File: src/drc_ram.sv
// generic single write, single read ram with registered read data
`timescale 1ns / 1ps
module drc_ram #(
  parameter int WIDTH = 64,
  parameter int DEPTH = 64
) (
  input  logic                     clk_i,
  input  logic                     we_i,
  input  logic [$clog2(DEPTH)-1:0] waddr_i,
  input  logic [WIDTH-1:0]         wdata_i,
  input  logic [$clog2(DEPTH)-1:0] raddr_i,
  output logic [WIDTH-1:0]         rdata_o
);

  logic [WIDTH-1:0] mem_q [DEPTH];

  // write port and registered read port
  always_ff @(posedge clk_i) begin
    if (we_i) begin
      mem_q[waddr_i] <= wdata_i;
    end
    rdata_o <= mem_q[raddr_i];
  end

endmodule

File: config.mk
export PLATFORM = sky130hd
export DESIGN_NAME = drc_ram
export DESIGN_NICKNAME = d
export VERILOG_FILES = /design/src/drc_ram.sv
export SDC_FILE = /design/constraint.sdc
export NUM_CORES = 2
export LEC_CHECK = 0
export BUFFER_PORTS_ARGS = -buffer_cell sky130_fd_sc_hd__buf_2
export CAP_MARGIN = 20
export CELL_PAD_IN_SITES_DETAIL_PLACEMENT = 2
export CELL_PAD_IN_SITES_GLOBAL_PLACEMENT = 2
export CORE_AREA = 3 3 548 550
export DETAILED_ROUTE_END_ITERATION = 12
export DIE_AREA = 0 0 551 553
export GPL_ROUTABILITY_DRIVEN = 0
export HOLD_SLACK_MARGIN = 0.15
export PLACE_DENSITY = 0.9
export SYNTH_ARGS = -nofsm -noshare
export SYNTH_HDL_FRONTEND = slang
export SYNTH_SLANG_ARGS = --single-unit
export TNS_END_PERCENT = 20
File: constraint.sdc
create_clock -name clk_i -period 10.4 [get_ports clk_i]
set_input_delay 0 -clock clk_i [delete_from_list [all_inputs] [get_ports clk_i]]
set_output_delay 0 -clock clk_i [all_outputs]
set_load 0.05 [all_outputs]
==> impl_metrics.yaml, run 1 <==
run_status:
  status: "aborted with a tool error"
  haltStage: "3_5_place_dp"
  error: "[ERROR DPL-0033] detailed placement checks failed during check placement."
floorplanning:
  initial_core_util_pct: 52.77
  die_w_um: 551
  die_h_um: 553
  std_cell_rows: 200
  pin_count: 142
synthesis:
  ys_types: 33
  synth_fp_nets: 6676
  synth_area_um2: 156300
  synth_cells: 6598
  ys_seq_elements: 4160
  syn_avg_cell_area_um2: 23.70
  seq_area_frac_synth_pct: 79.49
  synth_warnings: 0
placed_design:
  hpwlAfterDp_um: 433900
  io_buffers: 141
Yosys cell counts:
library cell / n / area, um^2
edfxtp_1: 4096 / 123000
mux4_2: 1024 / 23060
buf_2: 170 / 850.8
a22oi_1: 168 / 1261
clkbuf_1: 140 / 525.5
mux2i_1: 135 / 1351
nor2_1: 112 / 420.4
a22o_1: 88 / 770.7
o22ai_1: 83 / 519.3
and3_1: 64 / 400.4
dfxtp_1: 64 / 1281
a211oi_1: 63 / 473.0
nand2_1: 58 / 217.7
nand3_1: 45 / 225.2
o221ai_1: 38 / 332.8
buf_4: 34 / 255.2
or3_1: 29 / 181.4
nor2b_1: 28 / 175.2
or2_2: 28 / 175.2
a41oi_1: 26 / 227.7
buf_1: 20 / 75.07
a2bb2oi_1: 19 / 166.4
inv_1: 19 / 71.32
a31oi_1: 18 / 112.6
nand2b_1: 11 / 68.82
buf_6: 6 / 67.56
and2_1: 3 / 18.77
nand3b_1: 2 / 15.01
nand4_1: 2 / 12.51
nor3_1: 2 / 10.01
a31o_1: 1 / 8.760
nand4b_1: 1 / 8.760
or3b_2: 1 / 8.760
logic make-up after synthesis:
family	count (synthesis)	synth area share, %
compound gates	504	2.477
mux	1159	15.61
flops	4160	79.49
simple gates	386	1.240
buf+inv	389	1.180
stage by stage:
step / hold WS, ns / instance area, um^2 / setup WS [ns] / std cells
2_1_floorplan: 0.09887 / 156300 / 4.964 / 6598
3_3_place_gp: 0.4656 / 162400 / 6.450 / 10502
==> run 2: changes to the inputs <==
==> config.mk (replaced) <==
export PLATFORM = sky130hd
export DESIGN_NAME = drc_ram
export DESIGN_NICKNAME = d
export VERILOG_FILES = /design/src/drc_ram.sv
export SDC_FILE = /design/constraint.sdc
export NUM_CORES = 2
export LEC_CHECK = 0
export BUFFER_PORTS_ARGS = -buffer_cell sky130_fd_sc_hd__buf_2
export CAP_MARGIN = 20
export CORE_AREA = 3 3 646 648
export DETAILED_ROUTE_END_ITERATION = 12
export DIE_AREA = 0 0 649 651
export GPL_ROUTABILITY_DRIVEN = 0
export PLACE_DENSITY_LB_ADDON = 0.15
export SYNTH_ARGS = -nofsm -noshare
export SYNTH_HDL_FRONTEND = slang
export SYNTH_SLANG_ARGS = --single-unit
export TNS_END_PERCENT = 20
==> impl_metrics.yaml, run 2 <==
run_status:
  status: "completed"
placed_design:
  io_buffers: 141
  hpwlAfterDp_um: 242100
  placed_cells: 12041
  post-place-ws_ns: 6.089
synthesis:
  yosysMostFrequentCell: "edfxtp_1"
  ys_top_cells_by_area: "edfxtp_1 (79%), mux4_2 (15%), mux2i_1 (0.86%)"
  synth_top_area_share_pct: 78.67
  synth_edf_count: 4096
  ys_seq_elements: 4160
  synth_ff_type: "edfxtp_1"
  ys_types: 33
  yosys.area.top_type: "edfxtp_1"
  synth_area_um2: 156300
  seq_area_frac_synth_pct: 79.49
  syn_avg_cell_area_um2: 23.70
  synth_cells: 6598
  synth_warnings: 0
  synthTopCellsByCount: "edfxtp_1 (4096), mux4_2 (1024), buf_2 (170)"
  synth_fp_nets: 6676
  synthArstFlopShare_pct: 0
critical_path:
  cp_data_required_time_ns: 11.00
  cpMostUsedCell: "buf_4"
  path_buf_inv: 4
  cp_top_family: "buffers and inverters"
  crit_type: "primary input to flip-flop"
  path_max_fanout: 26
  slowest_delay_ns: 0.94
  arrival_ns: 4.15
  crit_path_cell_trace: "dlygate4sd3_1, buf_2, nor2b_1, nand2_1, nor2_4, buf_4, buf_4"
  rrSetupSlack_ns: 8.12
  rr_endpoint: "rdata_o[46]"
  cp-start-kind: "primary input"
  cp_slowest_cell: "nor2_4"
  r2r_cells: 4
  r2r_start: "mem_q[7][46]"
  end_kind: "flip-flop"
finish:
  nNetsFinal: 7196
  reg_top3: "mem_q (4096), rdata_o (64)"
  layout_common_cells: "edfxtp_1 (4096), mux4_2 (1024), clkbuf_16 (441)"
  layout_commonest_cell: "edfxtp_1"
  top_register: "mem_q"
  drive_gt1_share_pct: 28.25
  instances_no_fill: 12987
  largest_reg_flops: 4096
  syn_to_final_growth_pct: 15.21
  final_core_util_pct: 43.67
routing:
  via_count: 75393
  wire_per_inst_um: 36.90
  drtPass1Iterations: 5
  drtIter0Drc: 8633
  drt-total-wl_um: 479200
  viasPerCell: 5.805
  antenna_left: 0
  drc: 0
floorplanning:
  core_um2: 412500
  initial_core_util_pct: 37.90
  die_w_um: 649
  pin_count: 142
  std_cell_rows: 236
  die_h_um: 651
  die_area_um2: 422500
power_and_ir_drop:
  finalPower_mw: 35.83
  vdd_ir_drop_max_uv: 158.7
  leakagePower_nw: 55.81
  powerDensity_nw_per_um2: 198.9
sta:
  fin_crit_sh_pct: 34.13
  finalHoldViolCount: 0
  finalWorstSetupSlack_ns: 6.851
  rsz0062_at_grt: "false"
  final_max_slew_viol_count: 0
  relSlewSlack_pct: 22.98
  finClkSkew_ns: 0.07775
  max_freq_mhz: 281.7
  period_needed_ns: 3.549
  worst_pin_slew_ns: 1.155
  finalSetupViolCount: 0
  fin_setup_tns_ns: 0
grt:
  grt_max_degree: 120
  grt-ovfl-total: 0
  antenna_found_initial: 37
  grt_pass1_vias: 77617
  grtUsageTotal_pct: 22.44
  grt_pass1_wl_um: 657700
cts:
  clockBufferDepth: 4
  cts.sinks: 4160
  clk_pin_slew_ns: 0.06
  cts_tree: "done"
  clk_latency_ns: 1.01
  clock-root-buffer: "clkbuf_16"
  cts-buffers-inserted: 439
  postCtsSetupRepairBufs: 0
  htreeDepth: 5
hold_path:
  min_to: "mem_q[11][19]"
  hold_start: "wdata_i[19]"
  hp-class: "primary input to flip-flop"
  hold_depth: 2
job:
  maxCapViolations: 0
## run 2: cell counts after synthesis
Identical to the previous run, type by type.
## run 2: where the power goes
group	switching, mW	internal, mW
clock network	6.58	8.83
registers	0.0914	18.6
logic	1.16	0.608
## run 2: layout make-up
type / instances / area [um^2]
Tap cell: 5474 / 6849
Fill cell: 35000 / 232400
Timing Repair Buffer: 449 / 4004
Clock buffer: 575 / 11750
Antenna cell: 15 / 37.54
Sequential cell: 4160 / 124300
Inverter: 19 / 71.32
Clock inverter: 246 / 2342
Multi-Input combinational cell: 2049 / 30790
## run 2: kinds of logic after synthesis
group / count (synthesis) / synth area share [%]
DFF: 4160 / 79.49
muxes: 1159 / 15.61
AOI/OAI and AO/OA: 504 / 2.477
buffers and inverters: 389 / 1.180
and+or+nand+nor: 386 / 1.240
## run 2: worst register-to-register path: cells and delay by family, from the launching register on
| family | cells | cell delay, ns |
|---|---|---|
| AOI/OAI and AO/OA | 2 | 1.00 |
| and+or+nand+nor | 1 | 0.30 |
| DFF | 1 | 0.35 |
| muxes | 1 | 0.48 |
## run 2: worst max path at each step
stage | start | endpoint | slack [ns] | cells past startpoint
global route | raddr_i[0] | rdata_o[3] | 6.76 | 8
finish | waddr_i[1] | mem_q[10][62] | 6.85 | 7
CTS | waddr_i[1] | mem_q[10][5] | 6.92 | 7
detailed placement | raddr_i[2] | rdata_o[31] | 6.09 | 9
floorplan | waddr_i[3] | mem_q[48][0] | 4.96 | 4
global placement | raddr_i[2] | rdata_o[1] | 5.81 | 7
## run 2: layer usage
layer / global-route usage, % / vias to the layer above / wire, um
li1: - / 29582 / -
met1: 31.40 / 42592 / 203300
met2: 37.41 / 2628 / 237400
met3: 3.130 / 583 / 27400
met4: 5.132 / 8 / 11020
met5: 0 / - / 47
## run 2: per-stage QoR
step / area [um^2] / hold slack, ns
floorplan: 156300 / 0.09887
global placement: 164500 / 0.4779
detailed placement: 164600 / 0.4761
CTS: 179500 / 0.003291
global route: 180100 / 0.01654
finish: 180100 / 0.05503
## run 2: what timing repair did
action / in CTS / in global routing
gates resized for setup: 0 / 0
endpoints found under the hold margin: 4133 / 65
hold buffers: 74 / 11
Note: power is estimated with default switching activity, not from simulation.
