[config.mk]
export PLATFORM = sky130hd
export DESIGN_NAME = drc_seq
export DESIGN_NICKNAME = d
export VERILOG_FILES = /design/src/drc_pkg.sv /design/src/drc_geom.sv /design/src/drc_seq.sv
export SDC_FILE = /design/constraint.sdc
export NUM_CORES = 1
export LEC_CHECK = 0
export ABC_AREA = 1
export BUFFER_PORTS_ARGS = -buffer_cell sky130_fd_sc_hd__buf_2
export CAP_MARGIN = 30
export CORE_UTILIZATION = 50
export DETAILED_ROUTE_END_ITERATION = 7
export PLACE_DENSITY = 0.71
export SLEW_MARGIN = 30
export SYNTH_ARGS = -nofsm -noshare
export SYNTH_HDL_FRONTEND = slang
export SYNTH_SLANG_ARGS = --single-unit
[constraint.sdc]
create_clock -name clk_i -period 10.6 [get_ports clk_i]
set_input_delay 0.53 -clock clk_i [delete_from_list [all_inputs] [get_ports clk_i]]
set_output_delay 0.53 -clock clk_i [all_outputs]
set_load 0.01 [all_outputs]
[src/drc_pkg.sv]
// shared types, constants and codes for the dirty rectangle coalescer
`timescale 1ns / 1ps
package drc_pkg;

  localparam int COORD_BITS      = 16;
  localparam int MAX_REGIONS_DEF = 64;
  localparam int OPT_THRESHOLD   = 50;
  localparam int MIN_AREA        = 100;
  localparam int CNT_OUT_W       = 7;
  localparam int TIME_W          = 32;
  localparam int IVL_W           = 10;
  localparam int CFG_IDX_W       = 2;
  localparam int CFG_DATA_W      = 10;
  localparam logic [IVL_W-1:0] IVL_RESET = IVL_W'(22);

  typedef enum logic [1:0] {
    OP_MARK     = 2'd0,
    OP_OPTIMIZE = 2'd1,
    OP_FLUSH    = 2'd2,
    OP_NONE     = 2'd3
  } op_e;

  typedef enum logic [2:0] {
    K_STORED    = 3'd0,
    K_IGNORED   = 3'd1,
    K_DROPPED   = 3'd2,
    K_OPTIMIZED = 3'd3,
    K_HELD      = 3'd4,
    K_EMPTY     = 3'd5,
    K_REGION    = 3'd6
  } kind_e;

  typedef enum logic [CFG_IDX_W-1:0] {
    REG_PR_EN  = 2'd0,
    REG_BAT_EN = 2'd1,
    REG_IVL    = 2'd2
  } reg_idx_e;

  typedef enum logic [3:0] {
    S_IDLE,
    S_O_RDA,
    S_O_LDA,
    S_O_RDB,
    S_O_CMP,
    S_SH_RD,
    S_SH_WR,
    S_C_RD,
    S_C_CHK,
    S_DONE,
    S_F_RD,
    S_F_OUT
  } state_e;

  typedef struct packed {
    logic signed [COORD_BITS-1:0] x1;
    logic signed [COORD_BITS-1:0] y1;
    logic signed [COORD_BITS-1:0] x2;
    logic signed [COORD_BITS-1:0] y2;
  } rect_t;

  typedef struct packed {
    logic [1:0]                   op;
    logic signed [COORD_BITS-1:0] left_x;
    logic signed [COORD_BITS-1:0] top_y;
    logic signed [COORD_BITS-1:0] right_x;
    logic signed [COORD_BITS-1:0] bottom_y;
    logic [TIME_W-1:0]            now_ms;
  } in_t;

  typedef struct packed {
    logic [2:0]                   kind;
    logic signed [COORD_BITS-1:0] out_left_x;
    logic signed [COORD_BITS-1:0] out_top_y;
    logic signed [COORD_BITS-1:0] out_right_x;
    logic signed [COORD_BITS-1:0] out_bottom_y;
    logic [CNT_OUT_W-1:0]         stored_count;
    logic [TIME_W-1:0]            marked_total;
    logic                         last;
  } out_t;

  typedef struct packed {
    logic             pr_en;
    logic             bat_en;
    logic [IVL_W-1:0] ivl;
  } cfg_t;

  typedef struct packed {
    logic  overlap;
    logic  tiny;
    rect_t bbox;
  } geom_t;

endpackage

[src/drc_geom.sv]
// shared geometry unit: overlap test, bounding box and small area test
`timescale 1ns / 1ps
module drc_geom (
  input  drc_pkg::rect_t a_i,
  input  drc_pkg::rect_t b_i,
  output drc_pkg::geom_t res_o
);

  localparam int WW = drc_pkg::COORD_BITS + 2;

  logic signed [WW-1:0] w, h;
  logic [WW-1:0]        aw, ah;
  logic [13:0]          prod;

  // overlap and bounding box of a and b
  always_comb begin
    res_o.overlap = !((a_i.x2 < b_i.x1) || (b_i.x2 < a_i.x1) ||
                      (a_i.y2 < b_i.y1) || (b_i.y2 < a_i.y1));
    res_o.bbox.x1 = (b_i.x1 < a_i.x1) ? b_i.x1 : a_i.x1;
    res_o.bbox.y1 = (b_i.y1 < a_i.y1) ? b_i.y1 : a_i.y1;
    res_o.bbox.x2 = (b_i.x2 > a_i.x2) ? b_i.x2 : a_i.x2;
    res_o.bbox.y2 = (b_i.y2 > a_i.y2) ? b_i.y2 : a_i.y2;
  end

  // exact signed area of b below the minimum
  always_comb begin
    w    = WW'(b_i.x2) - WW'(b_i.x1) + WW'(1);
    h    = WW'(b_i.y2) - WW'(b_i.y1) + WW'(1);
    aw   = w[WW-1] ? WW'(-w) : WW'(w);
    ah   = h[WW-1] ? WW'(-h) : WW'(h);
    prod = aw[6:0] * ah[6:0];
    if (w == '0 || h == '0) begin
      res_o.tiny = 1'b1;
    end else if (w[WW-1] != h[WW-1]) begin
      res_o.tiny = 1'b1;
    end else if (aw >= WW'(drc_pkg::MIN_AREA) || ah >= WW'(drc_pkg::MIN_AREA)) begin
      res_o.tiny = 1'b0;
    end else begin
      res_o.tiny = prod < 14'(drc_pkg::MIN_AREA);
    end
  end

endmodule

[src/drc_seq.sv]
// sequencer: mark, optimize pass over the store and flush emission
`timescale 1ns / 1ps
module drc_seq #(
  parameter int MAX_REGIONS = drc_pkg::MAX_REGIONS_DEF
) (
  input  logic                           clk_i,
  input  logic                           rst_ni,
  input  drc_pkg::cfg_t                  cfg_i,
  input  logic                           in_valid_i,
  output logic                           in_stall_o,
  input  drc_pkg::in_t                   in_data_i,
  output logic                           out_valid_o,
  input  logic                           out_stall_i,
  output drc_pkg::out_t                  out_data_o,
  output logic                           ram_we_o,
  output logic [$clog2(MAX_REGIONS)-1:0] ram_waddr_o,
  output drc_pkg::rect_t                 ram_wdata_o,
  output logic [$clog2(MAX_REGIONS)-1:0] ram_raddr_o,
  input  drc_pkg::rect_t                 ram_rdata_i
);

  localparam int CW = $clog2(MAX_REGIONS + 1);
  localparam int AW = $clog2(MAX_REGIONS);

  drc_pkg::state_e state_q, state_d;
  logic [CW-1:0]   cnt_q, cnt_d, i_q, i_d, j_q, j_d;
  logic [drc_pkg::TIME_W-1:0] total_q, total_d, lft_q, lft_d;
  logic            mark_q, mark_d;
  drc_pkg::rect_t  a_q, a_d;
  logic            out_valid_q, out_valid_d;
  drc_pkg::out_t   out_q, out_d;
  logic            out_free, acc, post;
  drc_pkg::out_t   post_w;
  drc_pkg::geom_t  geo;
  drc_pkg::rect_t  in_rect;
  logic [drc_pkg::TIME_W-1:0] elapsed;

  drc_geom u_geom (
    .a_i  (a_q),
    .b_i  (ram_rdata_i),
    .res_o(geo)
  );

  assign out_free    = !out_valid_q || !out_stall_i;
  assign in_stall_o  = !(state_q == drc_pkg::S_IDLE && out_free);
  assign acc         = in_valid_i && !in_stall_o;
  assign out_valid_o = out_valid_q;
  assign out_data_o  = out_q;
  assign elapsed     = in_data_i.now_ms - lft_q;

  always_comb begin
    in_rect.x1 = in_data_i.left_x;
    in_rect.y1 = in_data_i.top_y;
    in_rect.x2 = in_data_i.right_x;
    in_rect.y2 = in_data_i.bottom_y;
  end

  // state and counters
  always_ff @(posedge clk_i or negedge rst_ni) begin
    if (!rst_ni) begin
      state_q     <= drc_pkg::S_IDLE;
      cnt_q       <= '0;
      i_q         <= '0;
      j_q         <= '0;
      total_q     <= '0;
      lft_q       <= '0;
      mark_q      <= 1'b0;
      out_valid_q <= 1'b0;
    end else begin
      state_q     <= state_d;
      cnt_q       <= cnt_d;
      i_q         <= i_d;
      j_q         <= j_d;
      total_q     <= total_d;
      lft_q       <= lft_d;
      mark_q      <= mark_d;
      out_valid_q <= out_valid_d;
    end
  end

  // payload registers
  always_ff @(posedge clk_i) begin
    a_q   <= a_d;
    out_q <= out_d;
  end

  // next state, store access and result words
  always_comb begin
    state_d     = state_q;
    cnt_d       = cnt_q;
    i_d         = i_q;
    j_d         = j_q;
    total_d     = total_q;
    lft_d       = lft_q;
    mark_d      = mark_q;
    a_d         = a_q;
    ram_we_o    = 1'b0;
    ram_waddr_o = i_q[AW-1:0];
    ram_wdata_o = ram_rdata_i;
    ram_raddr_o = i_q[AW-1:0];
    post        = 1'b0;
    post_w      = '0;
    post_w.stored_count = drc_pkg::CNT_OUT_W'(cnt_q);
    post_w.marked_total = total_q;
    post_w.last         = 1'b1;

    case (state_q)
      drc_pkg::S_IDLE: begin
        if (acc) begin
          post = 1'b1;
          post_w.kind = drc_pkg::K_IGNORED;
          case (in_data_i.op)
            drc_pkg::OP_MARK: begin
              if (!cfg_i.pr_en) begin
                post_w.kind = drc_pkg::K_IGNORED;
              end else if (cnt_q >= CW'(MAX_REGIONS)) begin
                post_w.kind = drc_pkg::K_DROPPED;
              end else begin
                ram_we_o    = 1'b1;
                ram_waddr_o = cnt_q[AW-1:0];
                ram_wdata_o = in_rect;
                cnt_d       = cnt_q + CW'(1);
                total_d     = total_q + 1'b1;
                post_w.kind = drc_pkg::K_STORED;
                post_w.stored_count = drc_pkg::CNT_OUT_W'(cnt_d);
                post_w.marked_total = total_d;
                if (cnt_d > CW'(drc_pkg::OPT_THRESHOLD)) begin
                  post    = 1'b0;
                  mark_d  = 1'b1;
                  i_d     = '0;
                  state_d = drc_pkg::S_O_RDA;
                end
              end
            end
            drc_pkg::OP_OPTIMIZE: begin
              post    = 1'b0;
              mark_d  = 1'b0;
              i_d     = '0;
              state_d = drc_pkg::S_O_RDA;
            end
            drc_pkg::OP_FLUSH: begin
              if (cnt_q == '0) begin
                post_w.kind = drc_pkg::K_EMPTY;
              end else if (cfg_i.bat_en &&
                           elapsed < drc_pkg::TIME_W'(cfg_i.ivl)) begin
                post_w.kind = drc_pkg::K_HELD;
              end else begin
                post    = 1'b0;
                j_d     = cnt_q;
                cnt_d   = '0;
                lft_d   = in_data_i.now_ms;
                i_d     = '0;
                state_d = drc_pkg::S_F_RD;
              end
            end
            default: begin
              post_w.kind = drc_pkg::K_IGNORED;
            end
          endcase
        end
      end
      // merge search: fetch entry i
      drc_pkg::S_O_RDA: begin
        if (i_q + CW'(1) >= cnt_q) begin
          i_d     = '0;
          j_d     = '0;
          state_d = drc_pkg::S_C_RD;
        end else begin
          ram_raddr_o = i_q[AW-1:0];
          state_d     = drc_pkg::S_O_LDA;
        end
      end
      drc_pkg::S_O_LDA: begin
        a_d     = ram_rdata_i;
        j_d     = i_q + CW'(1);
        state_d = drc_pkg::S_O_RDB;
      end
      // fetch candidate j
      drc_pkg::S_O_RDB: begin
        if (j_q >= cnt_q) begin
          i_d     = i_q + CW'(1);
          state_d = drc_pkg::S_O_RDA;
        end else begin
          ram_raddr_o = j_q[AW-1:0];
          state_d     = drc_pkg::S_O_CMP;
        end
      end
      drc_pkg::S_O_CMP: begin
        if (geo.overlap) begin
          ram_we_o    = 1'b1;
          ram_waddr_o = i_q[AW-1:0];
          ram_wdata_o = geo.bbox;
          state_d     = drc_pkg::S_SH_RD;
        end else begin
          j_d     = j_q + CW'(1);
          state_d = drc_pkg::S_O_RDB;
        end
      end
      // close the gap left by entry j
      drc_pkg::S_SH_RD: begin
        if (j_q + CW'(1) >= cnt_q) begin
          cnt_d   = cnt_q - CW'(1);
          i_d     = '0;
          state_d = drc_pkg::S_O_RDA;
        end else begin
          ram_raddr_o = AW'(j_q + CW'(1));
          state_d     = drc_pkg::S_SH_WR;
        end
      end
      drc_pkg::S_SH_WR: begin
        ram_we_o    = 1'b1;
        ram_waddr_o = j_q[AW-1:0];
        ram_wdata_o = ram_rdata_i;
        j_d         = j_q + CW'(1);
        state_d     = drc_pkg::S_SH_RD;
      end
      // compaction: i reads, j writes kept entries
      drc_pkg::S_C_RD: begin
        if (i_q >= cnt_q) begin
          cnt_d   = j_q;
          state_d = drc_pkg::S_DONE;
        end else begin
          ram_raddr_o = i_q[AW-1:0];
          state_d     = drc_pkg::S_C_CHK;
        end
      end
      drc_pkg::S_C_CHK: begin
        if (!geo.tiny) begin
          ram_we_o    = 1'b1;
          ram_waddr_o = j_q[AW-1:0];
          ram_wdata_o = ram_rdata_i;
          j_d         = j_q + CW'(1);
        end
        i_d     = i_q + CW'(1);
        state_d = drc_pkg::S_C_RD;
      end
      drc_pkg::S_DONE: begin
        if (out_free) begin
          post        = 1'b1;
          post_w.kind = mark_q ? drc_pkg::K_STORED : drc_pkg::K_OPTIMIZED;
          state_d     = drc_pkg::S_IDLE;
        end
      end
      // flush: j holds the number of words to emit
      drc_pkg::S_F_RD: begin
        ram_raddr_o = i_q[AW-1:0];
        state_d     = drc_pkg::S_F_OUT;
      end
      drc_pkg::S_F_OUT: begin
        ram_raddr_o = i_q[AW-1:0];
        if (out_free) begin
          post                = 1'b1;
          post_w.kind         = drc_pkg::K_REGION;
          post_w.out_left_x   = ram_rdata_i.x1;
          post_w.out_top_y    = ram_rdata_i.y1;
          post_w.out_right_x  = ram_rdata_i.x2;
          post_w.out_bottom_y = ram_rdata_i.y2;
          post_w.last         = (i_q + CW'(1) == j_q);
          i_d                 = i_q + CW'(1);
          state_d = post_w.last ? drc_pkg::S_IDLE : drc_pkg::S_F_RD;
        end
      end
      default: begin
        state_d = drc_pkg::S_IDLE;
      end
    endcase

    // output word register
    out_d = out_q;
    if (post) begin
      out_valid_d = 1'b1;
      out_d       = post_w;
    end else if (!out_stall_i) begin
      out_valid_d = 1'b0;
    end else begin
      out_valid_d = out_valid_q;
    end
  end

endmodule

==> Word level (Yosys, flattened, before mapping) <==
Index checks and enable logic that the tools add are counted.
{ "word_totals": {"wordCells": 225, "output_inout_bits": 186, "register_bits": 262, "inputBits": 178} }
{ "op_classes": {"muxes": 103, "n_lt_le_gt_ge": 18, "addsub": 12, "n_reduce_logical": 30, "bitwise": 3, "multipliers": 1, "eq_ne": 38} }
{ "op_table": {"columns": ["operator", "count"], "rows": [
  ["$mux 64", 5],
  ["$mux 39", 5],
  ["$mux 7", 21],
  ["$pmux 64 s2", 1],
  ["$lt 16x16->1", 6],
  ["$pmux 7 s6", 2],
  ["$mux 67", 1],
  ["$mux 16", 4],
  ["$pmux 4 s12", 1],
  ["$mux 6", 7],
  ["$pmux 7 s3", 2],
  ["$add 18x2->18 const B", 2],
  ["$ge 18x7->1 const B", 2],
  ["$logic_not 18->1", 2],
  ["$mux 18", 2],
  ["$mux 4", 9],
  ["$neg 18->18", 2],
  ["$sub 16x16->17", 2],
  ["$add 32x1->32 const B", 1],
  ["$gt 16x16->1", 2],
  ["$lt 32x10->1", 1],
  ["$sub 32x32->32", 1],
  ["$ge 7x7->1", 4],
  ["$ne 2x2->1 const B", 13],
  ["other kinds (47)", 107]
]} }

==> Logic depth before layout (Yosys ltp) <==
{ "logic_depth": {"depth_word": 11, "mapped_depth": 54, "ltp_nobuf": 52} }

==> Hierarchy <==
Synthesis repeated with hierarchy kept, for this count alone.
{ "unflattened": {"cells_unflattened": 3447, "hier_area_um2": 24658.6} }
{ "by_module_without_submodules": {"columns": ["module", "area_per_inst_um2", "cells_each", "seq_area_each_um2", "instances"], "rows": [
  ["drc_seq", 15648.8, 1902, 7412.1, 1],
  ["drc_geom", 9009.9, 1545, 0.0, 1]
]} }

==> Worst setup path after synthesis <==
No wires, ideal clock.
{ "synth_timing": {"path_type": "input-to-reg", "startpoint": "input out_stall_i", "endpoint": "register out_q (netlist bit out_data_o[0]) (enable)", "arrival_time_ps": 8281, "slack_ps": 1598, "path_stages": 3, "t_required_ps": 9880, "setup_time_ps": 720, "path_buffers": 0, "cell_sequence": "nand2_1 > inv_1 > o21ai_0"} }
{ "synth_between": {"elab_chain_len": 6, "elab_cells_between_ends": 7, "classes_between": "3 x mux; 4 x reduce/logical"} }
{ "synth_lines": {"columns": ["element", "line_no", "text"], "rows": [
  ["start: declaration", "drc_seq.sv:13", "input logic out_stall_i,"],
  ["$logic_not 1->1 *", null, null],
  ["$logic_or 1x1->1 *", "drc_seq.sv:44", "assign out_free = !out_valid_q || !out_stall_i;"],
  ["$logic_and 1x1->1", "drc_seq.sv:45", "assign in_stall_o = !(state_q == drc_pkg::S_IDLE && out_free);"],
  ["$logic_and 1x1->1", "drc_seq.sv:46", "assign acc = in_valid_i && !in_stall_o;"],
  ["$mux 1", "drc_seq.sv:109", "if (acc) begin"],
  ["$pmux 1 s2 *", "drc_seq.sv:107", "case (state_q)"],
  ["end signal: assignment", "drc_seq.sv:84", "out_q <= out_d;"],
  ["end: declaration", "drc_seq.sv:31", "drc_pkg::out_t out_q, out_d;"]
]} }
Mark *: on every way between the ends. The rest lies on a longest branch, timed or not.
A chain may end at the register's enable or synchronous reset.

==> Worst setup path in the final report <==
{ "layout_timing": {"startpoint": "input ram_rdata_i[0] (netlist name)", "endpoint": "output ram_waddr_o[5]"} }
{ "layout_between": {"elab_chain_len": 11, "elab_cells_between_ends": 16, "classes_between": "3 x add/sub; 1 x mul; 2 x order compare; 1 x eq/ne; 6 x mux; 3 x reduce/logical"} }
{ "layout_lines": {"columns": ["element", "line_no", "text"], "rows": [
  ["start: declaration", "drc_seq.sv:19", "input drc_pkg::rect_t ram_rdata_i"],
  ["$sub 16x16->17 *", "drc_geom.sv:28", "h = WW'(b_i.y2) - WW'(b_i.y1) + WW'(1);"],
  ["$add 18x2->18 *", "drc_geom.sv:28", null],
  ["$neg 18->18", "drc_geom.sv:30", "ah = h[WW-1] ? WW'(-h) : WW'(h);"],
  ["$mux 18", "drc_geom.sv:30", null],
  ["$mul 7x7->14 / $ge 18x7->1 (equally long branches)", "drc_geom.sv:31, drc_geom.sv:36", null],
  ["$lt 14x7->1 / $logic_or 1x1->1 (equally long branches)", "drc_geom.sv:39, drc_geom.sv:36", null],
  ["$mux 1", "drc_geom.sv:36", "end else if (aw >= WW'(drc_pkg::MIN_AREA) || ah >= WW'(drc_pkg::MIN_AREA)) begin"],
  ["$mux 1", "drc_geom.sv:34", "end else if (w[WW-1] != h[WW-1]) begin"],
  ["$mux 1 *", "drc_geom.sv:32", "if (w == '0 || h == '0) begin"],
  ["$mux 6 *", "drc_seq.sv:228", "if (!geo.tiny) begin"],
  ["$pmux 6 s3 *", "drc_seq.sv:107", null],
  ["end: declaration", "drc_seq.sv:16", "output logic [$clog2(MAX_REGIONS)-1:0] ram_waddr_o,"]
]} }
Marks and branches as above.

==> summary.md <==
The flow ran to the end, and the final reports show no timing, DRC or antenna violations. The per-instance average area after synthesis was 7.34 µm²; the final global-route overflow total was 0. Via count of the first global-routing pass: 22200.

The run gives 11 as the number of antenna violations at the first check in global routing. Across all hold checks on the routed design, the worst slack comes to 0.160 ns. The highest-delay cell along the critical path was sky130_fd_sc_hd__fa_1. The detail-routed net length per standard cell is 17.3 µm, and the largest vdd supply drop is 0.000250 V. From left edge to right edge, the die measures 223 µm. The master cell of the clock root buffer was sky130_fd_sc_hd__clkbuf_16. Maximum number of pins on one net before global-route repair: 75. The most numerous cell type found on the critical path is sky130_fd_sc_hd__nand2_1. The synthesized netlist occupies a cell area of 24400 µm².

The run gives 4327 as the number of standard cells in the layout, taps in and fillers out. The setup slack after placement was 1.59 ns; the height of the die was 223 µm. The synthesized design contains 171 enable-type register cells. The tools report the starting DRC count in detailed routing as 1840. The critical path in this run is classified as input pin to output port. For this design the top-level I/O count stands at 364. The number of nets handed over by synthesis was 3799. For the count of synthesis-stage warnings from yosys, the log shows 0. In the final design database the tool counted 4146 nets.

The number of buffers inserted by port buffering came out at 363. TritonCTS built the clock tree. The worst setup path is captured at an output port.

Once detail routing completed, the nets flagged for antenna violations numbered 0. The core utilization of the finished layout was 58.5%. The smallest clock period supported by the final layout is computed as 9.02 ns.

Setup repair after global routing left no endpoint under its margin. The transition at the pin with the smallest max-transition slack works out to 0.955 ns. Adding up every negative setup slack in the final design gives 0 ns.

Setup slack closes at 1.58 ns. The tools report the residual DRC count as 0. The power density over the cells was 250 nW/µm²; the headroom to the max-slew limit was 36.3%.

Achievable clock frequency: 0.111 GHz. From synthesis to final layout, the design area changed by 14.7%. Cell type with the largest total area after synthesis: sky130_fd_sc_hd__edfxtp_1. STA puts the critical path data arrival time at 8.49 ns.

The routed layout has 23700 vias. The run gives 1 as the number of buffers inserted for hold repair after clock tree synthesis. The min-delay analysis places its worst path in the category input pin to flip-flop.

The number of sinks driven by the clock tree was 262; the clock edge transition at the registers on the reported setup and hold paths was 0.05 ns. The total clock buffers created by CTS was 31. Leaving out fill and tap cells, the most frequent cells in the layout are sky130_fd_sc_hd__nand2_1, sky130_fd_sc_hd__inv_1, sky130_fd_sc_hd__nor2_1. Sequential elements use 30.3% of the synthesized area. Across the routed clock network, the largest skew measured is 0.0179 ns.

The count of endpoints failing hold in the final timing report was 0; the number of buffers between clock root and the deepest sink was 3. The total global routing track utilization was 29.6%; the per-cell via count in the routed design was 5.47. After floorplanning, the core was sized to cover 47900 µm². For the number of cell rows, the log shows 80. The count of cell types in the netlist is 60, and the largest fanout on the critical path is 18.

For the wire length after detailed routing, the log shows 74.7 mm. At the end of routability-driven placement, the weighted congestion stood at 0.984. The kind of start point of the critical path was an input pin. The HPWL after detailed placement is 59.1 mm. The number of post-CTS setup repair buffers came out at 0. The top cell type's share of synthesized area came out at 21.0%.

Leaving out fill and tap cells, the most frequent cell in the layout is sky130_fd_sc_hd__nand2_1. Among all flip-flop cells after synthesis, the most frequent one is sky130_fd_sc_hd__edfxtp_1. Ranked by total cell area, the synthesized netlist is headed by sky130_fd_sc_hd__edfxtp_1, sky130_fd_sc_hd__ha_1, sky130_fd_sc_hd__nand2_1.

The share of flip-flops with an asynchronous set or reset after synthesis was 34.7%; the effective utilization at floorplan was 51.0%. The endpoint required time on the critical path is 10.07 ns, and the number of synthesized register bits is 262. For the area of the die, the log shows 49800 µm². Summed over all cells, the static leakage comes to 14.6 nW. The count of H-tree levels built during CTS was 1; the global-route wire length before repair was 117 mm.

The total placed cells including tap cells was 4258; the final count of pins violating max slew was 0. The post-route netlist has 14.3% of its cells at a drive strength greater than 1. Gates resized during post-CTS repair numbered 0.

The tools report the max-cap check violation count as 0. Synthesis handed over a netlist of 3331 instances. The pre-antenna-repair detailed-routing pass consisted of 6 iterations. The clock reaches the later pin of the worst-skew pair after 0.60 ns.

Setup violations remaining at the end of the flow were counted as 0. In this design, the stage delay of the slowest critical-path cell is 0.54 ns. Dividing the final minimum period by the clock period gives 85.1%.
cells by family after synthesis:
logic type	count (synthesis)	synth area share, %
flip-flops	262	30.3
buffers and inverters	585	9.12
adder cells (fa/ha/maj)	290	15.7
XOR/XNOR	123	4.55
AO/OA/AOI/OAI	581	14.0
AND/OR/NAND/NOR	1490	26.3
critical path, delay by kind of cell:
family / cells / cell delay [ns]
AOI/OAI and AO/OA: 3 / 0.79
adders and majority gates: 7 / 2.99
buffers and inverters: 10 / 0.87
and+or+nand+nor: 32 / 3.27
layer usage:
metal | track usage [%] | vias to the layer above | wire length, µm
met5 | 0 | - | 13
met4 | 13.2 | 2 | 3360
met3 | 4.64 | 176 | 5510
met2 | 46.9 | 950 | 32700
met1 | 39.8 | 10800 | 33100
li1 | - | 11800 | -
Yosys cell counts (all sizes together) (5+ instances only):
library cell and instances:
ha 263, a21o 9, nor4 6, xor2 81, dfrtp 91, nand3b 14, clkinv 5, nand4 56
a22oi 74, buf 15, a221oi 7, nor3 38, o2111ai 7, a211oi 7, o31ai 6, o21ai 189
nand2 768, edfxtp 171, inv 518, xnor2 42, a21boi 5, nand3 196, fa 27, a21oi 209
a31oi 9, o21bai 20, o21a 11, o211ai 9, nor2 399, clkbuf 47
path summary, 6_finish.rpt:
kind / start / endpoint / slack (ns) / cells after the start
max: ram_rdata_i[0] / ram_waddr_o[5] / 1.58 / 52
min: ram_rdata_i[0] / a_q[0] / 0.16 / 1
max reg2reg: lft_q[2] / out_data_o[17] / 5.80 / 21
min reg2reg: lft_q[0] / lft_q[0] / 0.50 / 2
max in group asynchronous: rst_ni / total_q[19] / 8.96 / 3
min in group asynchronous: rst_ni / j_q[6] / 0.42 / 2
stage by stage:
step	instance area (µm²)	power, W
final	28000	0.00702
after detailed placement	26900	0.00585
after global placement	26900	0.00582
after global routing	28000	0.00768
after floorplan	24400	0.00471
after CTS	28000	0.00699
sequential cells by signal (all words and copies together) (netlist names):
register,flops
cnt_q,7
j_q,7
out_valid_o,1
i_q,7
lft_q,32
mark_q,1
out_data_o,107
a_q,64
state_q,4
total_q,32
cell type report:
type | count | area [µm²]
fillers | 4554 | 19900
multi-input cells | 2484 | 14900
flip-flops and latches | 262 | 7410
inverters | 523 | 1970
repair buffers | 376 | 1950
clock buffers | 44 | 897
well taps | 615 | 769
clock inverters | 14 | 149
diodes | 9 | 22.5
power by group:
group / internal [W] / switching, W / leakage (nW)
registers: 0.00138 / 0.000150 / 2.66
clock network: 0.000641 / 0.000463 / 0.506
logic: 0.00156 / 0.00282 / 11.4
No activity file was read; power rests on OpenSTA's default activity.
